==> config.mk <==
export PLATFORM = sky130hd
export DESIGN_NAME = load_align_extend_misaligned_unit_flat
export DESIGN_NICKNAME = d
export VERILOG_FILES = /design/src/rtl/core/laem_pkg.sv /design/src/rtl/core/laem_beat_if.sv /design/src/rtl/core/laem_result_if.sv /design/src/rtl/core/load_align_extend_misaligned_unit.sv /design/src/rtl/core/laem_in_reg.sv /design/src/rtl/core/laem_align.sv /design/src/rtl/core/laem_out_reg.sv /design/src/flat_wrapper.sv
export SDC_FILE = /design/constraint.sdc
export NUM_CORES = 1
export LEC_CHECK = 0
export ABC_AREA = 1
export ABC_CLOCK_PERIOD_IN_PS = 3410
export BUFFER_PORTS_ARGS = -buffer_cell sky130_fd_sc_hd__buf_2
export CORE_MARGIN = 2
export CORE_UTILIZATION = 57
export DETAILED_ROUTE_END_ITERATION = 10
export PLACE_DENSITY = 0.9
export SETUP_SLACK_MARGIN = 0.4
export SLEW_MARGIN = 10
export SYNTH_ARGS = -nofsm -noshare
export SYNTH_HDL_FRONTEND = slang
export SYNTH_SLANG_ARGS = --single-unit
==> constraint.sdc <==
create_clock -name clk -period 3.41 [get_ports clk]
set_input_delay 0 -clock clk [delete_from_list [all_inputs] [get_ports clk]]
set_output_delay 0 -clock clk [all_outputs]
set_load 0.005 [all_outputs]
==> src/rtl/core/laem_pkg.sv <==
`timescale 1ns / 1ps
// ----------------------------------------------------------------------------
// laem_pkg
// Load kinds, beat and result item types shared by the load align unit.
// ----------------------------------------------------------------------------
package laem_pkg;

    localparam logic [2:0] OP_LB   = 3'd0;
    localparam logic [2:0] OP_LBU  = 3'd1;
    localparam logic [2:0] OP_LH   = 3'd2;
    localparam logic [2:0] OP_LHU  = 3'd3;
    localparam logic [2:0] OP_LW   = 3'd4;
    localparam logic [2:0] OP_NONE = 3'd5;

    localparam logic [1:0] HELD_ONE   = 2'd1;
    localparam logic [1:0] HELD_TWO   = 2'd2;
    localparam logic [1:0] HELD_THREE = 2'd3;

    typedef struct packed {
        logic [2:0]  op;
        logic [31:0] byte_address;
        logic [31:0] mem_word;
        logic        mem_enable;
    } beat_t;

    typedef struct packed {
        logic [31:0] load_data;
        logic        data_valid;
        logic        stall_res;
        logic [31:0] refetch_address;
    } result_t;

endpackage

==> src/rtl/core/laem_beat_if.sv <==
`timescale 1ns / 1ps
// ----------------------------------------------------------------------------
// laem_beat_if
// Load beat channel: valid/ready with op, address, memory word and enable.
// ----------------------------------------------------------------------------
interface laem_beat_if;
    logic        valid;
    logic        ready;
    logic [2:0]  op;
    logic [31:0] byte_address;
    logic [31:0] mem_word;
    logic        mem_enable;

    modport source (output valid, output op, output byte_address, output mem_word,
                    output mem_enable, input ready);
    modport sink   (input valid, input op, input byte_address, input mem_word,
                    input mem_enable, output ready);
endinterface

==> src/rtl/core/laem_result_if.sv <==
`timescale 1ns / 1ps
// ----------------------------------------------------------------------------
// laem_result_if
// Load result channel: valid/ready with data, valid flag, stall and refetch.
// ----------------------------------------------------------------------------
interface laem_result_if;
    logic        valid;
    logic        ready;
    logic [31:0] load_data;
    logic        data_valid;
    logic        stall_res;
    logic [31:0] refetch_address;

    modport source (output valid, output load_data, output data_valid,
                    output stall_res, output refetch_address, input ready);
    modport sink   (input valid, input load_data, input data_valid,
                    input stall_res, input refetch_address, output ready);
endinterface

==> src/rtl/core/load_align_extend_misaligned_unit.sv <==
`timescale 1ns / 1ps
// ----------------------------------------------------------------------------
// load_align_extend_misaligned_unit
// RV32 load data unit: selects and extends the loaded byte, halfword or word,
// and joins loads that cross a word boundary over two beats.
//
//   channel   role   handshake      payload
//   beat      sink   valid/ready    op, byte_address, mem_word, mem_enable
//   result    source valid/ready    load_data, data_valid, stall_res,
//                                   refetch_address
//
// One beat in, one result out; each beat passes the input register, then the result register.
// Sustained rate one beat per cycle while result is ready, set by both registers.
// A crossing load takes two beats; the first returns stall_res.
// Reset clears the split-pending flag and both stage valid flags.
// A stalled result sink holds both registers; beat.ready drops when full.
// ----------------------------------------------------------------------------
module load_align_extend_misaligned_unit (
    input  logic          clk,
    input  logic          rst_n,
    laem_beat_if.sink     beat,
    laem_result_if.source result
);

    logic              item_valid;
    laem_pkg::beat_t   item;
    laem_pkg::result_t aligned;
    logic              out_free;
    logic              take;

    assign take = item_valid && out_free;

    laem_in_reg u_in_reg (
        .clk        (clk),
        .rst_n      (rst_n),
        .beat       (beat),
        .take       (take),
        .item_valid (item_valid),
        .item       (item)
    );

    laem_align u_align (
        .clk     (clk),
        .rst_n   (rst_n),
        .advance (take),
        .item    (item),
        .result  (aligned)
    );

    laem_out_reg u_out_reg (
        .clk    (clk),
        .rst_n  (rst_n),
        .load   (take),
        .item   (aligned),
        .free   (out_free),
        .result (result)
    );

endmodule

==> src/rtl/core/laem_in_reg.sv <==
`timescale 1ns / 1ps
// ----------------------------------------------------------------------------
// laem_in_reg
// Input register: captures one load beat and holds it until taken.
// ----------------------------------------------------------------------------
module laem_in_reg (
    input  logic            clk,
    input  logic            rst_n,
    laem_beat_if.sink       beat,
    input  logic            take,
    output logic            item_valid,
    output laem_pkg::beat_t item
);

    logic            valid_reg;
    logic            valid_next;
    laem_pkg::beat_t item_reg;

    assign beat.ready = !valid_reg || take;
    assign item_valid = valid_reg;
    assign item       = item_reg;

    always_comb
    begin
        valid_next = valid_reg;
        if (beat.valid && beat.ready)
        begin
            valid_next = 1'b1;
        end
        else if (take)
        begin
            valid_next = 1'b0;
        end
    end

    always_ff @(posedge clk or negedge rst_n)
    begin
        if (!rst_n)
        begin
            valid_reg <= 1'b0;
        end
        else
        begin
            valid_reg <= valid_next;
        end
    end

    always_ff @(posedge clk)
    begin
        if (beat.valid && beat.ready)
        begin
            item_reg.op           <= beat.op;
            item_reg.byte_address <= beat.byte_address;
            item_reg.mem_word     <= beat.mem_word;
            item_reg.mem_enable   <= beat.mem_enable;
        end
    end

endmodule

==> src/rtl/core/laem_align.sv <==
`timescale 1ns / 1ps
// ----------------------------------------------------------------------------
// laem_align
// Byte/halfword/word select and extension, with split-load bookkeeping.
// ----------------------------------------------------------------------------
module laem_align (
    input  logic              clk,
    input  logic              rst_n,
    input  logic              advance,
    input  laem_pkg::beat_t   item,
    output laem_pkg::result_t result
);

    logic        split_pending_reg;
    logic        split_pending_next;
    logic [23:0] partial_reg;
    logic [23:0] partial_next;
    logic [1:0]  held_reg;
    logic [1:0]  held_next;
    logic [2:0]  orig_op_reg;
    logic [2:0]  orig_op_next;

    logic [2:0]  op_c;
    logic [1:0]  off;
    logic [31:0] w;
    logic [7:0]  sel_byte;
    logic [15:0] sel_half;
    logic [15:0] join_half;
    logic [23:0] keep;
    logic        crossing;
    logic [31:0] data;
    logic        valid;

    assign off       = item.byte_address[1:0];
    assign w         = item.mem_word;
    assign op_c      = (item.op > laem_pkg::OP_NONE) ? laem_pkg::OP_NONE : item.op;
    assign join_half = {w[7:0], partial_reg[7:0]};
    assign crossing  = ((op_c == laem_pkg::OP_LH || op_c == laem_pkg::OP_LHU) && off == 2'd3)
                       || (op_c == laem_pkg::OP_LW && off != 2'd0);

    always_comb
    begin
        unique case (off)
            2'd0:    sel_byte = w[7:0];
            2'd1:    sel_byte = w[15:8];
            2'd2:    sel_byte = w[23:16];
            default: sel_byte = w[31:24];
        endcase
        unique case (off)
            2'd0:    sel_half = w[15:0];
            2'd1:    sel_half = w[23:8];
            default: sel_half = w[31:16];
        endcase
        unique case (off)
            2'd1:    keep = w[31:8];
            2'd2:    keep = {8'd0, w[31:16]};
            default: keep = {16'd0, w[31:24]};
        endcase
    end

    always_comb
    begin
        data               = 32'd0;
        valid              = 1'b0;
        split_pending_next = split_pending_reg;
        partial_next       = partial_reg;
        held_next          = held_reg;
        orig_op_next       = orig_op_reg;
        result.stall_res       = 1'b0;
        result.refetch_address = 32'd0;

        if (split_pending_reg)
        begin
            unique case (held_reg)
                laem_pkg::HELD_ONE:
                begin
                    if (orig_op_reg == laem_pkg::OP_LH)
                    begin
                        data = {{16{join_half[15]}}, join_half};
                    end
                    else if (orig_op_reg == laem_pkg::OP_LHU)
                    begin
                        data = {16'd0, join_half};
                    end
                    else
                    begin
                        data = {w[7:0], partial_reg};
                    end
                end
                laem_pkg::HELD_TWO:   data = {w[15:0], partial_reg[15:0]};
                laem_pkg::HELD_THREE: data = {w[23:0], partial_reg[7:0]};
                default:              data = 32'd0;
            endcase
            valid              = item.mem_enable;
            split_pending_next = 1'b0;
        end
        else if (crossing)
        begin
            result.stall_res       = 1'b1;
            result.refetch_address = {item.byte_address[31:2] + 30'd1, 2'b00};
            split_pending_next     = 1'b1;
            partial_next           = keep;
            held_next              = (op_c == laem_pkg::OP_LW) ? off : laem_pkg::HELD_ONE;
            orig_op_next           = op_c;
        end
        else
        begin
            unique case (op_c)
                laem_pkg::OP_LB:  data = {{24{sel_byte[7]}}, sel_byte};
                laem_pkg::OP_LBU: data = {24'd0, sel_byte};
                laem_pkg::OP_LH:  data = {{16{sel_half[15]}}, sel_half};
                laem_pkg::OP_LHU: data = {16'd0, sel_half};
                laem_pkg::OP_LW:  data = w;
                default:          data = 32'd0;
            endcase
            valid = item.mem_enable && (op_c != laem_pkg::OP_NONE);
        end

        result.load_data  = valid ? data : 32'd0;
        result.data_valid = valid;
    end

    always_ff @(posedge clk or negedge rst_n)
    begin
        if (!rst_n)
        begin
            split_pending_reg <= 1'b0;
        end
        else if (advance)
        begin
            split_pending_reg <= split_pending_next;
        end
    end

    always_ff @(posedge clk)
    begin
        if (advance)
        begin
            partial_reg <= partial_next;
            held_reg    <= held_next;
            orig_op_reg <= orig_op_next;
        end
    end

    a_stall_arms_split: assert property (@(posedge clk) disable iff (!rst_n)
        advance && result.stall_res |=> split_pending_reg)
        else $error("split not armed after stall");

    a_second_beat_clears: assert property (@(posedge clk) disable iff (!rst_n)
        advance && split_pending_reg |=> !split_pending_reg)
        else $error("split still pending after second beat");

    a_stall_excludes_data: assert property (@(posedge clk) disable iff (!rst_n)
        result.stall_res |-> !result.data_valid && result.load_data == 32'd0)
        else $error("data on a stalling beat");

    a_refetch_aligned: assert property (@(posedge clk) disable iff (!rst_n)
        result.stall_res |-> result.refetch_address[1:0] == 2'b00)
        else $error("refetch address not word aligned");

endmodule

==> src/rtl/core/laem_out_reg.sv <==
`timescale 1ns / 1ps
// ----------------------------------------------------------------------------
// laem_out_reg
// Result register: holds one result item until the sink takes it.
// ----------------------------------------------------------------------------
module laem_out_reg (
    input  logic              clk,
    input  logic              rst_n,
    input  logic              load,
    input  laem_pkg::result_t item,
    output logic              free,
    laem_result_if.source     result
);

    logic              valid_reg;
    logic              valid_next;
    laem_pkg::result_t item_reg;

    assign free                   = !valid_reg || result.ready;
    assign result.valid           = valid_reg;
    assign result.load_data       = item_reg.load_data;
    assign result.data_valid      = item_reg.data_valid;
    assign result.stall_res       = item_reg.stall_res;
    assign result.refetch_address = item_reg.refetch_address;

    always_comb
    begin
        valid_next = valid_reg;
        if (load)
        begin
            valid_next = 1'b1;
        end
        else if (result.ready)
        begin
            valid_next = 1'b0;
        end
    end

    always_ff @(posedge clk or negedge rst_n)
    begin
        if (!rst_n)
        begin
            valid_reg <= 1'b0;
        end
        else
        begin
            valid_reg <= valid_next;
        end
    end

    always_ff @(posedge clk)
    begin
        if (load)
        begin
            item_reg <= item;
        end
    end

endmodule
==> src/flat_wrapper.sv <==
// flat-port wrapper written by rule: the top's interface ports become plain ports
module load_align_extend_misaligned_unit_flat 
  (clk, rst_n, beat_valid, beat_op, beat_byte_address, beat_mem_word, beat_mem_enable, beat_ready, result_valid, result_load_data, result_data_valid, result_stall_res, result_refetch_address, result_ready);
  laem_beat_if beat_i ();
  laem_result_if result_i ();
  input  logic clk;
  input  logic rst_n;
  input wire logic [$bits(beat_i.valid)-1:0] beat_valid;
  input wire logic [$bits(beat_i.op)-1:0] beat_op;
  input wire logic [$bits(beat_i.byte_address)-1:0] beat_byte_address;
  input wire logic [$bits(beat_i.mem_word)-1:0] beat_mem_word;
  input wire logic [$bits(beat_i.mem_enable)-1:0] beat_mem_enable;
  output wire logic [$bits(beat_i.ready)-1:0] beat_ready;
  output wire logic [$bits(result_i.valid)-1:0] result_valid;
  output wire logic [$bits(result_i.load_data)-1:0] result_load_data;
  output wire logic [$bits(result_i.data_valid)-1:0] result_data_valid;
  output wire logic [$bits(result_i.stall_res)-1:0] result_stall_res;
  output wire logic [$bits(result_i.refetch_address)-1:0] result_refetch_address;
  input wire logic [$bits(result_i.ready)-1:0] result_ready;
  assign beat_i.valid = beat_valid;
  assign beat_i.op = beat_op;
  assign beat_i.byte_address = beat_byte_address;
  assign beat_i.mem_word = beat_mem_word;
  assign beat_i.mem_enable = beat_mem_enable;
  assign beat_ready = beat_i.ready;
  assign result_valid = result_i.valid;
  assign result_load_data = result_i.load_data;
  assign result_data_valid = result_i.data_valid;
  assign result_stall_res = result_i.stall_res;
  assign result_refetch_address = result_i.refetch_address;
  assign result_i.ready = result_ready;
  load_align_extend_misaligned_unit u_core (.clk(clk), .rst_n(rst_n), .beat(beat_i), .result(result_i));
endmodule
==> results.json <==
{
  "status": "complete, no violations",
  "fin_cells": 1280,
  "cpMostUsedCell": "nand2_1",
  "finalSetupViolCount": 0,
  "synth_flop_cell": "edfxtp_1",
  "vias": 7794,
  "cp_max_fo": 25,
  "tightest_slew_ps": 774.3,
  "place_hpwl_um": 15890,
  "avgViaCountPerCell": 6.089,
  "n_fill_cell": 948,
  "slowest_stage": "nand3_2",
  "fin_crit_sh_pct": 74.62,
  "syn_avg_cell_area_sq_um": 9.364,
  "r2r.worst_path.cells": 8,
  "cp_slowest_stage_delay_ps": 470,
  "cts_resized": 0,
  "hp-start": "beat_mem_word[27]",
  "fin_skew_ps": 9.264,
  "power_density_mw_per_mm2": 506.4,
  "initial_utilization_pct": 58.82,
  "post_cts.repair.setup_buffers": 0,
  "overflow": 0,
  "irDropWorstVdd_mv": 0.5010,
  "p_leak_nw": 4.331,
  "clk_latency_ps": 450,
  "num_io_pins": 140,
  "drive_gt1_share_pct": 18.47,
  "dp_cells": 1173,
  "numCtsBuffers": 17,
  "cts_tree": "built",
  "netlist_area_sq_mm": 0.008259,
  "cp-end-kind": "flop",
  "path_buf_inv": 1,
  "maxCapViolCount": 0,
  "hold_buffers": 74,
  "area_growth_pct": 25.60,
  "tns_ps": 0,
  "rsz0062_at_grt": "false",
  "rows": 43,
  "ys_seq_area_share_pct": 59.45,
  "track_usage_pct": 32.93,
  "h-tree-depth": 4,
  "path_cells": "inv_1, ha_1, nand2_1, nand4_1, nand3_2, nand3_1, nand2_1, a21oi_1",
  "drtIter0Drc": 1419,
  "portBuffers": 137,
  "ys_ff_latch": 164,
  "rr_startpoint": "u_core.u_in_reg.item[34]",
  "grt_pass1_vias": 7241,
  "synth_cell_types": 41,
  "cts_sinks": 164,
  "netlist_instances": 882,
  "core_area_sq_mm": 0.01404,
  "grt_max_degree": 40,
  "final_nets": 1164,
  "r2r_slack_ps": 870,
  "path_class": "flop to flop",
  "fmax_ghz": 0.3930,
  "routed_wl_um": 25380,
  "clockBufferDepth": 2,
  "min_period_ps": 2545,
  "die_w_um": 124.4,
  "min_path_type": "input port to flop",
  "slew_headroom_pct": 48.31,
  "final_common_cell": "nand2_1",
  "critPathArrivalTime_ps": 2810,
  "first_pass_iters": 7,
  "worstPathRequired_ps": 3670,
  "clk_pin_slew_ps": 60,
  "finalHoldViolCount": 0,
  "path_delay_family": "simple AND/OR/NAND/NOR gates",
  "async_flop_share_pct": 1.829,
  "antenna_found_initial": 0,
  "cts_root_buf": "clkbuf_16",
  "globalplace.congestion": 1.024,
  "hold_path_end": "u_core.u_in_reg.item[28]",
  "wl_per_cell_um": 19.83,
  "largest_reg_flops": 68,
  "die-area_sq_mm": 0.01547,
  "drc": 0,
  "synth_top_area_cell": "edfxtp_1",
  "die_h_um": 124.4,
  "synth_edf_count": 161,
  "yosysTopAreaCellShare_pct": 58.54,
  "grt_first_pass_wirelength_um": 39010,
  "drv_slew": 0,
  "timing.rr.end": "u_core.u_out_reg.result.load_data[23]",
  "final_cell_mix": "nand2_1 (237), edfxtp_1 (161), buf_2 (137), inv_1 (86)",
  "hold_path_depth": 2,
  "synth_area_leaders": "edfxtp_1 (59%), nand2_1 (11%), a21oi_1 (4.5%), inv_1 (4.0%), nand3_1 (3.9%)",
  "yosys_warnings": 0,
  "setup.worst_path.start_class": "flop",
  "final_antenna_net_count": 0
}
## cell usage after synthesis (4+ instances only)
master,count
a21oi_1,74
buf_2,21
buf_4,6
clkbuf_1,7
edfxtp_1,161
ha_1,6
inv_1,88
inv_2,4
nand2_1,237
nand2_2,5
nand3_1,64
nand3b_1,5
nand4_1,7
nor2_1,67
nor3_1,13
o21ai_0,57
o22ai_1,22
## worst register-to-register path, delay by kind of cell (launching register included)
| kind | cells | cell delay (ps) |
|---|---|---|
| compound gates | 1 | 180 |
| flops | 1 | 440 |
| fa+ha+maj | 1 | 450 |
| simple gates | 5 | 1160 |
| buf+inv | 1 | 140 |
## worst max path at each step
stage,startpoint,to,slack [ps],cells past startpoint
floorplan,u_core.u_in_reg.item[33],u_core.u_align.held_reg[0],610,6
global placement,u_core.u_in_reg.item[33],u_core.u_out_reg.result.load_data[19],1100,6
detailed placement,u_core.u_in_reg.item[34],u_core.u_out_reg.result.load_data[23],920,6
CTS,u_core.u_in_reg.item[34],u_core.u_out_reg.result.load_data[23],890,6
global route,u_core.u_in_reg.item[34],u_core.u_out_reg.result.load_data[23],670,6
finish,u_core.u_in_reg.item[34],u_core.u_out_reg.result.load_data[23],870,8
## per-layer routing
layer / wire length [um] / global-route usage (%) / vias to the layer above
li1: - / - / 3424
met1: 8568 / 42.07 / 3506
met2: 11540 / 51.11 / 709
met3: 3621 / 9.794 / 153
met4: 1613 / 16.99 / 2
met5: 38 / 0 / -
## through the flow
step	utilization, %	cell area (sq um)	hold slack, ps	setup WS [ps]	total power, W
finish	73.88	10370	255.8	865.3	0.005253
CTS	73.86	10370	249.8	890.1	0.005197
global route	73.86	10370	252.4	665.5	0.005419
detailed placement	64.62	9074	-199.1	915.4	0.003333
floorplan	-	8263	-295.6	609.6	0.003013
global placement	64.62	9074	-198.9	1096	0.003311
## layout make-up
class | instances | area (sq um) | share of cell area (%)
timing repair buffer | 219 | 1511 | 14.57
clock inverter | 15 | 131.4 | 1.266
multi-input combinational | 592 | 2823 | 27.21
clock buffer | 17 | 425.4 | 4.101
inverter | 92 | 345.3 | 3.329
antenna | 1 | 2.502 | 0.02412
sequential | 164 | 4910 | 47.33
tap | 180 | 225.2 | 2.171
## report_power, final
part / internal [W] / leakage [nW] / switching (W)
Clock: 0.00101 / 0.272 / 0.000836
Combinational: 0.000299 / 2.46 / 0.000520
Sequential: 0.00245 / 1.59 / 0.000139
Total: 0.00376 / 4.33 / 0.00150
## cells by family (layout without fill, tap and decap cells)
family	count (synthesis)	after routing	synth area share, %
simple gates	417	417	22.12
flops	164	164	59.45
compound gates	162	162	10.50
buf+inv	127	343	6.454
fa+ha+maj	6	6	0.9089
xor+xnor	5	5	0.5303
other cells	1	3	0.04540
Note: power is estimated with default switching activity, not from simulation.
